--- src/hdl/bia_pkg.sv ---
package bia_pkg;

  // Map geometry
  localparam int MAX_ELEMENTS = 1024;
  localparam int WORD_BITS    = 32;
  localparam int MAP_WORDS    = (MAX_ELEMENTS + WORD_BITS - 1) / WORD_BITS;
  localparam int BIT_W        = $clog2(WORD_BITS);
  localparam int WIDX_W       = $clog2(MAP_WORDS);
  localparam int OFF_W        = WIDX_W + BIT_W;
  localparam int CNT_W        = OFF_W + 1;

  // Field widths
  localparam int OP_W     = 2;
  localparam int ELEM_W   = 16;
  localparam int ECOUNT_W = 11;
  localparam int CFG_IDX_W  = 2;
  localparam int CFG_DATA_W = 16;

  // Operation codes
  localparam logic [OP_W-1:0] OP_QUERY    = 2'd0;
  localparam logic [OP_W-1:0] OP_OCCUPY   = 2'd1;
  localparam logic [OP_W-1:0] OP_ALLOCATE = 2'd2;
  localparam logic [OP_W-1:0] OP_FREE     = 2'd3;

  // Register indexes
  localparam logic [CFG_IDX_W-1:0] CFG_FIRST_ELEMENT = 2'd0;
  localparam logic [CFG_IDX_W-1:0] CFG_ELEMENT_COUNT = 2'd1;

  localparam logic [ELEM_W-1:0]   FIRST_RESET = 16'd0;
  localparam logic [ECOUNT_W-1:0] COUNT_RESET = 11'd1024;

  typedef struct packed {
    logic [OP_W-1:0]   op;
    logic [ELEM_W-1:0] element;
  } in_t;

  typedef struct packed {
    logic              success;
    logic [ELEM_W-1:0] granted_element;
  } out_t;

  // Map memory access from the sequencer
  typedef struct packed {
    logic                 rd_en;
    logic [WIDX_W-1:0]    rd_addr;
    logic                 wr_en;
    logic [WIDX_W-1:0]    wr_addr;
    logic [WORD_BITS-1:0] wr_data;
  } map_req_t;

  // Bits of word w whose offset lies below limit
  function automatic logic [WORD_BITS-1:0] below_mask(logic [WIDX_W-1:0] w,
                                                      logic [CNT_W-1:0] limit);
    logic [WIDX_W:0]      lw;
    logic [WORD_BITS-1:0] m;
    lw = limit[CNT_W-1:BIT_W];
    if (lw > {1'b0, w}) begin
      m = '1;
    end else if (lw == {1'b0, w}) begin
      m = ({{(WORD_BITS-1){1'b0}}, 1'b1} << limit[BIT_W-1:0]) - 1'b1;
    end else begin
      m = '0;
    end
    return m;
  endfunction

endpackage

--- src/hdl/bia_map_ram.sv ---
module bia_map_ram (
  input  logic                          clk,
  input  logic                          rst_n,
  input  bia_pkg::map_req_t             req,
  output logic [bia_pkg::WORD_BITS-1:0] rd_word
);
  import bia_pkg::*;

  logic [WORD_BITS-1:0] mem [MAP_WORDS];
  logic [MAP_WORDS-1:0] vld_r;
  logic [WORD_BITS-1:0] rd_word_r;
  logic                 rd_vld_r;

  // Storage write and registered read
  always_ff @(posedge clk) begin
    if (req.wr_en) begin
      mem[req.wr_addr] <= req.wr_data;
    end
    if (req.rd_en) begin
      rd_word_r <= mem[req.rd_addr];
    end
  end

  // Written-word flags; an unwritten word reads as all free
  always_ff @(posedge clk) begin
    if (!rst_n) begin
      vld_r    <= '0;
      rd_vld_r <= 1'b0;
    end else begin
      if (req.wr_en) begin
        vld_r[req.wr_addr] <= 1'b1;
      end
      if (req.rd_en) begin
        rd_vld_r <= vld_r[req.rd_addr];
      end
    end
  end

  assign rd_word = rd_vld_r ? rd_word_r : '0;

endmodule

--- src/hdl/bia_word_scan.sv ---
module bia_word_scan (
  input  logic [bia_pkg::WORD_BITS-1:0] word,
  input  logic [bia_pkg::WIDX_W-1:0]    word_idx,
  input  logic                          wrapped,
  input  logic [bia_pkg::CNT_W-1:0]     start,
  input  logic [bia_pkg::CNT_W-1:0]     count,
  output logic                          found,
  output logic [bia_pkg::BIT_W-1:0]     bit_idx
);
  import bia_pkg::*;

  logic [WORD_BITS-1:0] elig;
  logic [WORD_BITS-1:0] free_bits;

  // Before the wrap: offsets in [start, count); after it: below start
  always_comb begin
    if (wrapped) begin
      elig = below_mask(word_idx, start);
    end else begin
      elig = ~below_mask(word_idx, start) & below_mask(word_idx, count);
    end
    free_bits = elig & ~word;
  end

  // Lowest free eligible bit
  always_comb begin
    bit_idx = '0;
    for (int i = WORD_BITS - 1; i >= 0; i--) begin
      if (free_bits[i]) begin
        bit_idx = BIT_W'(i);
      end
    end
    found = |free_bits;
  end

endmodule

--- src/hdl/bitmap_id_allocator_core.sv ---
// Bitmap element allocator with next-fit search.
// Input channel in_valid/in_ready/in_data carries {op, element}; each
// accepted transfer yields exactly one transfer on out_valid/out_ready/
// out_data carrying {success, granted_element}. The block works on one
// item at a time: in_ready is high only while the sequencer is idle.
// An out-of-range single op or an allocate with zero count goes straight
// to the result; query, occupy and free go through map word read,
// check/update and result. Allocate reads one map word per cycle
// through the word scanner, starting at the next-fit word,
// running to the last word and wrapping to word 0 and back to the start
// word: at most 33 word reads with a full map, fewer when a free element
// turns up early.
// cfg_valid/cfg_ready/cfg_index/cfg_data writes first_element (index 0) or
// element_count (index 1); writes are always taken and must be issued only
// while the block is idle. Reset clears the map (every element free), the
// next-fit pointer and the registers to first_element 0, count 1024.
// When the receiver stalls, the finished result waits in the output
// register and the next result waits in the sequencer until out_ready.
module bitmap_id_allocator_core (
  input  logic                            clk,
  input  logic                            rst_n,
  input  logic                            in_valid,
  output logic                            in_ready,
  input  bia_pkg::in_t                    in_data,
  output logic                            out_valid,
  input  logic                            out_ready,
  output bia_pkg::out_t                   out_data,
  input  logic                            cfg_valid,
  output logic                            cfg_ready,
  input  logic [bia_pkg::CFG_IDX_W-1:0]   cfg_index,
  input  logic [bia_pkg::CFG_DATA_W-1:0]  cfg_data
);
  import bia_pkg::*;

  localparam logic [2:0] S_IDLE  = 3'd0;
  localparam logic [2:0] S_READ  = 3'd1;
  localparam logic [2:0] S_CHECK = 3'd2;
  localparam logic [2:0] S_SCAN  = 3'd3;
  localparam logic [2:0] S_DONE  = 3'd4;

  logic [2:0]           state_r, state_nxt;
  logic [ELEM_W-1:0]    first_r;
  logic [ECOUNT_W-1:0]  ecount_r;
  logic [OFF_W-1:0]     next_slot_r;
  logic [OP_W-1:0]      op_r;
  logic [ELEM_W-1:0]    elem_r;
  logic [OFF_W-1:0]     off_r;
  out_t                 res_r;
  logic                 out_valid_r;
  out_t                 out_data_r;

  // Scan issue side
  logic [WIDX_W-1:0]    iw_r;
  logic                 iwrap_r;
  logic                 iss_done_r;
  // Scan evaluate side, in the cycle after the read is issued
  logic                 ev_valid_r;
  logic [WIDX_W-1:0]    ev_word_r;
  logic                 ev_wrap_r;
  logic                 ev_last_r;

  map_req_t             map_req;
  logic [WORD_BITS-1:0] rd_word;
  logic                 scan_found;
  logic [BIT_W-1:0]     scan_bit;

  logic [CNT_W-1:0]     cnt;
  logic [CNT_W-1:0]     start;
  logic [CNT_W-1:0]     cnt_m1;
  logic [WIDX_W-1:0]    start_w;
  logic [WIDX_W-1:0]    last_w;
  logic [ELEM_W-1:0]    in_off;
  logic                 in_range;
  logic                 cur_bit;
  logic [OFF_W-1:0]     hit_off;
  logic [CNT_W-1:0]     hit_inc;
  logic                 out_free;
  logic                 iss_last;

  assign cfg_ready = 1'b1;
  assign in_ready  = (state_r == S_IDLE);
  assign out_valid = out_valid_r;
  assign out_data  = out_data_r;
  assign out_free  = !out_valid_r || out_ready;

  // Live count, next-fit start, word bounds, input range check and scan hit offset
  always_comb begin
    if (32'(ecount_r) > 32'(MAX_ELEMENTS)) begin
      cnt = CNT_W'(MAX_ELEMENTS);
    end else begin
      cnt = CNT_W'(ecount_r);
    end
    start   = ({1'b0, next_slot_r} < cnt) ? {1'b0, next_slot_r} : '0;
    cnt_m1  = cnt - 1'b1;
    start_w = start[OFF_W-1:BIT_W];
    last_w  = cnt_m1[OFF_W-1:BIT_W];
    in_off  = in_data.element - first_r;
    in_range = (in_data.element >= first_r) && (32'(in_off) < 32'(cnt));
    cur_bit = rd_word[off_r[BIT_W-1:0]];
    hit_off = {ev_word_r, scan_bit};
    hit_inc = {1'b0, hit_off} + 1'b1;
    iss_last = iwrap_r && (iw_r == start_w);
  end

  // Map memory requests
  always_comb begin
    map_req = '0;
    case (state_r)
      S_READ: begin
        map_req.rd_en   = 1'b1;
        map_req.rd_addr = off_r[OFF_W-1:BIT_W];
      end
      S_CHECK: begin
        map_req.wr_addr = off_r[OFF_W-1:BIT_W];
        if (op_r == OP_OCCUPY && !cur_bit) begin
          map_req.wr_en   = 1'b1;
          map_req.wr_data = rd_word | (WORD_BITS'(1) << off_r[BIT_W-1:0]);
        end else if (op_r == OP_FREE && cur_bit) begin
          map_req.wr_en   = 1'b1;
          map_req.wr_data = rd_word & ~(WORD_BITS'(1) << off_r[BIT_W-1:0]);
        end
      end
      S_SCAN: begin
        map_req.rd_en   = !iss_done_r;
        map_req.rd_addr = iw_r;
        map_req.wr_en   = ev_valid_r && scan_found;
        map_req.wr_addr = ev_word_r;
        map_req.wr_data = rd_word | (WORD_BITS'(1) << scan_bit);
      end
      default: begin
        map_req = '0;
      end
    endcase
  end

  bia_map_ram u_map (
    .clk     (clk),
    .rst_n   (rst_n),
    .req     (map_req),
    .rd_word (rd_word)
  );

  bia_word_scan u_scan (
    .word     (rd_word),
    .word_idx (ev_word_r),
    .wrapped  (ev_wrap_r),
    .start    (start),
    .count    (cnt),
    .found    (scan_found),
    .bit_idx  (scan_bit)
  );

  // Sequencer next state
  always_comb begin
    state_nxt = state_r;
    case (state_r)
      S_IDLE: begin
        if (in_valid) begin
          if (in_data.op == OP_ALLOCATE) begin
            state_nxt = (cnt == '0) ? S_DONE : S_SCAN;
          end else begin
            state_nxt = in_range ? S_READ : S_DONE;
          end
        end
      end
      S_READ:  state_nxt = S_CHECK;
      S_CHECK: state_nxt = S_DONE;
      S_SCAN: begin
        if (ev_valid_r && (scan_found || ev_last_r)) begin
          state_nxt = S_DONE;
        end
      end
      S_DONE: begin
        if (out_free) begin
          state_nxt = S_IDLE;
        end
      end
      default: state_nxt = S_IDLE;
    endcase
  end

  // Control state
  always_ff @(posedge clk) begin
    if (!rst_n) begin
      state_r     <= S_IDLE;
      first_r     <= FIRST_RESET;
      ecount_r    <= COUNT_RESET;
      next_slot_r <= '0;
      out_valid_r <= 1'b0;
      ev_valid_r  <= 1'b0;
      iss_done_r  <= 1'b0;
    end else begin
      state_r <= state_nxt;

      // Register writes
      if (cfg_valid) begin
        case (cfg_index)
          CFG_FIRST_ELEMENT: first_r  <= cfg_data;
          CFG_ELEMENT_COUNT: ecount_r <= cfg_data[ECOUNT_W-1:0];
          default: ;
        endcase
      end

      // Output register
      if (state_r == S_DONE && out_free) begin
        out_valid_r <= 1'b1;
      end else if (out_ready) begin
        out_valid_r <= 1'b0;
      end

      // Scan pipeline control
      if (state_r == S_IDLE) begin
        ev_valid_r <= 1'b0;
        iss_done_r <= 1'b0;
      end else if (state_r == S_SCAN) begin
        ev_valid_r <= map_req.rd_en;
        if (!iss_done_r && iss_last) begin
          iss_done_r <= 1'b1;
        end
        if (ev_valid_r && scan_found) begin
          next_slot_r <= (hit_inc >= cnt) ? '0 : hit_inc[OFF_W-1:0];
        end
      end
    end
  end

  // Item payload and scan pointers
  always_ff @(posedge clk) begin
    if (out_free && state_r == S_DONE) begin
      out_data_r <= res_r;
    end
    case (state_r)
      S_IDLE: begin
        op_r    <= in_data.op;
        elem_r  <= in_data.element;
        off_r   <= in_off[OFF_W-1:0];
        iw_r    <= start_w;
        iwrap_r <= 1'b0;
        res_r.success         <= 1'b0;
        res_r.granted_element <= in_data.element;
      end
      S_CHECK: begin
        res_r.granted_element <= elem_r;
        case (op_r)
          OP_QUERY:  res_r.success <= !cur_bit;
          OP_OCCUPY: res_r.success <= !cur_bit;
          OP_FREE:   res_r.success <= cur_bit;
          default:   res_r.success <= 1'b0;
        endcase
      end
      S_SCAN: begin
        ev_word_r <= iw_r;
        ev_wrap_r <= iwrap_r;
        ev_last_r <= iss_last;
        if (!iss_done_r) begin
          if (!iwrap_r && iw_r == last_w) begin
            iwrap_r <= 1'b1;
            iw_r    <= '0;
          end else if (!iss_last) begin
            iw_r <= iw_r + 1'b1;
          end
        end
        if (ev_valid_r && scan_found) begin
          res_r.success         <= 1'b1;
          res_r.granted_element <= first_r + ELEM_W'(hit_off);
        end else begin
          res_r.success         <= 1'b0;
          res_r.granted_element <= elem_r;
        end
      end
      default: ;
    endcase
  end

  // Map writes come only from the check step or a scan hit
  assert property (@(posedge clk) disable iff (!rst_n)
    map_req.wr_en |-> (state_r == S_CHECK) || (ev_valid_r && scan_found))
    else $error("map write outside check or scan hit");

  // A new result appears only after the sequencer finished an item
  assert property (@(posedge clk) disable iff (!rst_n)
    $rose(out_valid_r) |-> $past(state_r) == S_DONE)
    else $error("result without finished item");

  // The next-fit pointer moves only on a successful allocate
  assert property (@(posedge clk) disable iff (!rst_n)
    !$stable(next_slot_r) |-> $past(state_r) == S_SCAN && $past(scan_found))
    else $error("next-fit pointer moved without allocation");

  // A finished item stays in the done state while the output is stalled
  assert property (@(posedge clk) disable iff (!rst_n)
    (state_r == S_DONE && !out_free) |=> state_r == S_DONE)
    else $error("result dropped under stall");

endmodule
--- config.mk ---
export PLATFORM = sky130hd
export DESIGN_NAME = bitmap_id_allocator_core
export DESIGN_NICKNAME = d
export VERILOG_FILES = /design/src/hdl/bia_pkg.sv /design/src/hdl/bia_map_ram.sv /design/src/hdl/bia_word_scan.sv /design/src/hdl/bitmap_id_allocator_core.sv
export SDC_FILE = /design/constraint.sdc
export NUM_CORES = 2
export LEC_CHECK = 0
export BUFFER_PORTS_ARGS = -buffer_cell sky130_fd_sc_hd__buf_2
export CORE_MARGIN = 2
export CORE_UTILIZATION = 30
export DETAILED_ROUTE_END_ITERATION = 6
export PLACE_DENSITY = 0.45
export SYNTH_ARGS = -nofsm -noshare
export SYNTH_HDL_FRONTEND = slang
export SYNTH_SLANG_ARGS = --single-unit
--- constraint.sdc ---
create_clock -name clk -period 11.9 [get_ports clk]
set_input_delay 0.595 -clock clk [delete_from_list [all_inputs] [get_ports clk]]
set_output_delay 0.595 -clock clk [all_outputs]
set_load 0.05 [all_outputs]
# Yosys cells after proc, flatten, opt, wreduce, memory -nomap -nowiden
# Memories as Yosys holds them, arrays and structs flattened. A register that Yosys moved wholly into a read port is not among the register bits.
# Cells that the tools add are included.
dict set report totals {
  ff_bits 151
  ramBits 1024
  inputBits 41
  out_inout_bits 20
  mem_count 1
}
# memory depth width rd rd_clocked_by_memory_dff wr line_no
set memory_table {}
lappend memory_table {u_map.mem 32 32 1 1 1 bia_map_ram.sv:9} ;# logic [WORD_BITS-1:0] mem [MAP_WORDS];
dict set report op_classes {
  addsub 7
  order_cmp 11
  eq_ne 18
  n_shift 4
  muxes 76
  bitwise_logic 11
  n_reduce_logical 33
}
# operator count
set ops {}
lappend ops {{$mux 32} 10}
lappend ops {{$mux 5} 35}
lappend ops {{$shl 1x5->32 const A} 4}
lappend ops {{$and 32x32->32} 3}
lappend ops {{$not 32->32} 3}
lappend ops {{$or 32x32->32} 3}
lappend ops {{$pmux 38 s2} 1}
lappend ops {{$sub 32x1->32 const B} 2}
lappend ops {{$pmux 17 s3} 1}
lappend ops {{$reduce_or 32->1} 1}
lappend ops {{$mux 10} 2}
lappend ops {{$lt 5x6->1 const B} 3}
lappend ops {{$mux 3} 6}
lappend ops {{$mux 17} 1}
lappend ops {{$add 16x10->16} 1}
lappend ops {{$ge 16x16->1} 1}
lappend ops {{$lt 16x11->1} 1}
lappend ops {{$sub 16x16->16} 1}
lappend ops {{$eq 5x5->1} 3}
lappend ops {{$pmux 3 s5} 1}
lappend ops {{$pmux 6 s2} 1}
lappend ops {{$reduce_and 3->1} 4}
lappend ops {{$add 10x1->11 const B} 1}
lappend ops {{$ge 11x11->1} 1}
lappend ops {{33 further kinds} 70}

# Logic depth before layout (Yosys ltp)
dict set report logic_depth {
  depth_word 53
  ltp_mapped 43
  ltp_nobuf 37
}

# Hierarchy
# A second synthesis with hierarchy kept.
dict set report unflattened {
  hier_cells 3072
  hier_area_um2 52814.4
}
# mod n_inst cells_each area_per_inst_um2
set modules_own_cells {}
lappend modules_own_cells {bia_map_ram 1 1678 41304.6}
lappend modules_own_cells {bitmap_id_allocator_core 1 971 8856.0}
lappend modules_own_cells {bia_word_scan 1 423 2653.8}

# Worst setup path before layout
# No wires, ideal clock.
dict set report synth_timing {
  path_kind {flip-flop to flip-flop}
  start {reg ecount_r[10]}
  end {reg next_slot_r[0]}
  setup_ps 66
  t_arrival_ps 8015
  slack_ps 3819
  stages_incl_launch_ff 43
  synth_period_minus_slack_ps 8081
  path_cell_list {dfxtp_1 > buf_2 > buf_2 > inv_1 > clkbuf_1 > nand2_1 > ha_1 > a211oi_1 > nor3_1 > a21o_1 > buf_2 > nor2_1 > nand2_1 > inv_1 > ha_1 > and3_1 > and3_1 > buf_4 > [7 not listed] > nand2_1 > o21ai_1 > inv_1 > ha_1 > ha_1 > ha_1 > a21o_1 > a21o_1 > a21o_1 > a21o_1 > a21o_1 > a21oi_1 > nor2b_1 > o21ai_0 > nand2b_1 > a211oi_2 > a22oi_1 > nor2b_1}
}
dict set report synth_via {
  elab_chain_len 48
}
# element line_no
set synth_rtl {}
lappend synth_rtl {{from (decl)} bitmap_id_allocator_core.sv:43} ;# logic [ECOUNT_W-1:0] ecount_r;
lappend synth_rtl {{from (signal assigned)} bitmap_id_allocator_core.sv:199} ;# CFG_ELEMENT_COUNT: ecount_r <= cfg_data[ECOUNT_W-1:0];
lappend synth_rtl {{$gt 11x11->1} bitmap_id_allocator_core.sv:88} ;# if (32'(ecount_r) > 32'(MAX_ELEMENTS)) begin
lappend synth_rtl {{$mux 11 *} bitmap_id_allocator_core.sv:88}
lappend synth_rtl {{$lt 10x11->1} bitmap_id_allocator_core.sv:93} ;# start = ({1'b0, next_slot_r} < cnt) ? {1'b0, next_slot_r} : '0;
lappend synth_rtl {{$mux 10} bitmap_id_allocator_core.sv:93}
lappend synth_rtl {{$shl 1x5->32} bia_pkg.sv:60} ;# m = ({{(WORD_BITS-1){1'b0}}, 1'b1} << limit[BIT_W-1:0]) - 1'b1;
lappend synth_rtl {{$sub 32x1->32} bia_pkg.sv:60}
lappend synth_rtl {{$mux 32} bia_pkg.sv:59} ;# end else if (lw == {1'b0, w}) begin
lappend synth_rtl {{$mux 32} bia_pkg.sv:57} ;# if (lw > {1'b0, w}) begin
lappend synth_rtl {{$mux 32} bia_word_scan.sv:17} ;# if (wrapped) begin
lappend synth_rtl {{$not 32->32} bia_word_scan.sv:20} ;# elig = ~below_mask(word_idx, start) & below_mask(word_idx, count);
lappend synth_rtl {{$and 32x32->32} bia_word_scan.sv:20}
lappend synth_rtl {{$mux 32} bia_word_scan.sv:17}
lappend synth_rtl {{$and 32x32->32} bia_word_scan.sv:22} ;# free_bits = elig & ~word;
lappend synth_rtl {{$mux 5 (32 in a row)} bia_word_scan.sv:29} ;# if (free_bits[i]) begin
lappend synth_rtl {{$add 10x1->11} bitmap_id_allocator_core.sv:101} ;# hit_inc = {1'b0, hit_off} + 1'b1;
lappend synth_rtl {{$ge 11x11->1} bitmap_id_allocator_core.sv:221} ;# next_slot_r <= (hit_inc >= cnt) ? '0 : hit_inc[OFF_W-1:0];
lappend synth_rtl {{$mux 10} bitmap_id_allocator_core.sv:221}
lappend synth_rtl {{to (signal assigned)} bitmap_id_allocator_core.sv:221}
lappend synth_rtl {{to (decl)} bitmap_id_allocator_core.sv:44} ;# logic [OFF_W-1:0] next_slot_r;
# Every way passes the cells marked *; elsewhere a longest branch is shown, timed or not. The select of a mux whose other input is x is not followed.
# A chain may end at the register's enable or synchronous reset.

# Final worst setup path
dict set report layout_timing {
  start {reg ecount_r[4]}
  end {reg next_slot_r[1]}
}
# Same word-level chain as after synthesis.

==> impl_metrics.toml <==
[finish]
fin_cells = 6917
fillers = 17600
regArea_um2 = 35500
final_common_cell = "edfxtp_1"
final_cell_mix = "edfxtp_1 (1,131), nand2_1 (707), a211oi_1 (375)"
areaGrowthSynthToFinish_pct = 14.4
drive_gt1_share_pct = 10.8
multi_input_area_um2 = 18200
nNetsFinal = 4552

[global_routing]
grt_overflow_total = 0
grt_max_degree = 167
grt_pass1_wl_mm = 265
antenna_found_initial = 0
grt.total_usage_pct = 19.6
grt_pass1_vias = 35700

[placed_design]
dp.cells = 6647
port-buffer-count = 59
hpwl_mm = 106
place_congestion = 0.914

[timing]
tightest_slew_ns = 1.30
clock_skew_ns = 0.0334
fin_crit_ns = 10.63
slew_headroom_pct = 13.5
max_clock_freq_mhz = 94.1
rsz0062_at_grt = "false"
setup_violations = 0
holdWs_ns = 0.0701
hold_viol = 0
setup_tns_ns = 0
drv_slew = 0
fin_crit_sh_pct = 89.3

[synthesis]
synth_ff_type = "edfxtp_1"
ys_seq_area_share_pct = 64.8
ys_types = 97
async_reset_ff_share_pct = 0
synth_nets = 4553
postSynthAreaPerCell_um2 = 12.3
synth-edff-count = 1131
syn_inst = 4436
ys_ff_latch = 1207
yosysWarnings = 0
synthesis.area_um2 = 54700

[drt]
num_vias = 37200
routedWlPerCell_um = 26.8
drtIter0Drc = 3373
drc = 0
ant_nets = 0
viasPerCell = 5.38
first_pass_iters = 5
drt_wl_total_mm = 185

[worst_setup_path]
crit_type = "reg2reg"
start_kind = "flip-flop"
slowest_delay_ns = 0.89
cp-end-kind = "flip-flop"
cp_common_cell = "a21o_1"
crit_arrival_ns = 11.37
critPathSlowestCell = "a21oi_2"
worstPathMaxFanout = 22
cp_num_buf_inv = 2
path_delay_family = "compound AO/OA/AOI/OAI gates"
r2r_slack_ns = 1.27
cp_data_required_time_ns = 12.63

[clocking]
tritoncts = "built"
cts.sinks = 1207
clk_pin_slew_ns = 0.06
clock_latency_ns = 0.79
cts_buffers = 139
post_cts_buffers = 0
root_buffer = "clkbuf_16"
clock_path_buffers = 3
h-tree-depth = 4

[floorplanning]
die_h_um = 431
ios = 61
initial_core_util_pct = 30.2
core_um2 = 181000
fp-row-count = 156
die_area_um2 = 186000
fp.dieW_um = 431

[min_path]
holdCritPathClass = "in2reg"

[power]
p_leak_nw = 21.5
total_power_mw = 9.29
peakVddDrop_mv = 0.137
powerDensity_nw_per_um2 = 148

[job]
drv_cap = 0

[status]
status = "completed"
[cell families after synthesis]
group           after synthesis  synth area share [%]
simple gates               1371                  11.9
compound gates             1277                  16.5
flops                      1207                  64.8
buf+inv                     394                  2.85
fa+ha+maj                    76                  1.75
mux                          66                  1.44
xor+xnor                     44                 0.704
other cells                   1               0.00685
[repair_timing]
action	CTS	global route
endpoints found under the hold margin	17	0
hold buffers	17	0
endpoints found under the setup margin	0	0
gates resized for setup	0	0
[cell type report]
cell class	instances	share of cell area [%]
sequential	1207	56.7
multi-input combinational	2835	29.0
clock buffer	183	5.99
tap	2370	4.74
timing repair buffer	189	2.22
clock inverter	67	0.959
inverter	63	0.378
antenna	3	0.0120
[worst min-delay path, cell delays in order]
cell and delay (ns):
buf_2 0.11, nand2_1 0.05, a21boi_0 0.06
[sequential cells by signal, summed over array words and instances, names as in the netlist, 2 cells and up]
signal	cells
out_data	17
iw_r	5
u_map.mem	1024
res_r	17
next_slot_r	10
u_map.rd_word_r	32
state_r	3
ev_word_r	5
elem_r	16
ecount_r	11
u_map.vld_r	32
op_r	2
off_r	10
first_r	16
[cells in the mapped netlist, types with 19 or more instances]
library cell / count / share of area (%)
nand2_1: 710 / 4.9
a21boi_0: 37 / 0.51
nor3_1: 31 / 0.28
dfxtp_1: 76 / 2.8
nand2b_1: 19 / 0.22
inv_1: 63 / 0.43
nor2_1: 145 / 0.99
a211oi_1: 375 / 5.1
o22ai_1: 33 / 0.38
edfxtp_1: 1131 / 62
buf_2: 22 / 0.20
a21o_1: 52 / 0.71
ha_1: 75 / 1.7
xnor2_1: 30 / 0.48
mux2i_1: 47 / 0.86
clkbuf_1: 275 / 1.9
a21oi_1: 209 / 1.9
and2_1: 271 / 3.1
a311oi_1: 135 / 2.2
o21ai_0: 63 / 0.58
buf_1: 24 / 0.16
nor2b_1: 36 / 0.41
a31oi_1: 178 / 2.0
nand3_1: 35 / 0.32
o21a_1: 49 / 0.67
[metal layers]
metal | global-route usage [%] | part of all wire, %
met1 | 27.6 | 46
met2 | 31.3 | 46
met3 | 2.56 | 4.5
met4 | 6.27 | 3.0
met5 | 0 | 0
[path summary, 6_finish.rpt]
| check | start | endpoint | cells past startpoint |
|---|---|---|---|
| worst min-delay path | cfg_data[6] | first_r[6] | 3 |
| worst min register to register | res_r[8] | out_data[8] | 0 |
| worst max register to register | ecount_r[4] | next_slot_r[1] | 34 |
| worst max-delay path | ecount_r[4] | next_slot_r[1] | 34 |
[through the flow]
step	utilization (%)	area, µm²	setup WS [ns]
finish	34.6	62600	1.27
global route	34.6	62600	0.591
CTS	34.6	62600	1.46
detailed placement	32.1	58100	1.50
global placement	32.1	58100	1.47
floorplan	-	54700	3.82
[power by group]
group | switching (mW) | leakage [nW] | internal, mW
combinational | 0.325 | 6.41 | 0.147
sequential | 0.0469 | 13.0 | 4.63
clock | 1.76 | 2.11 | 2.38
total | 2.14 | 21.5 | 7.16
Note: power is estimated with default switching activity, not from simulation.
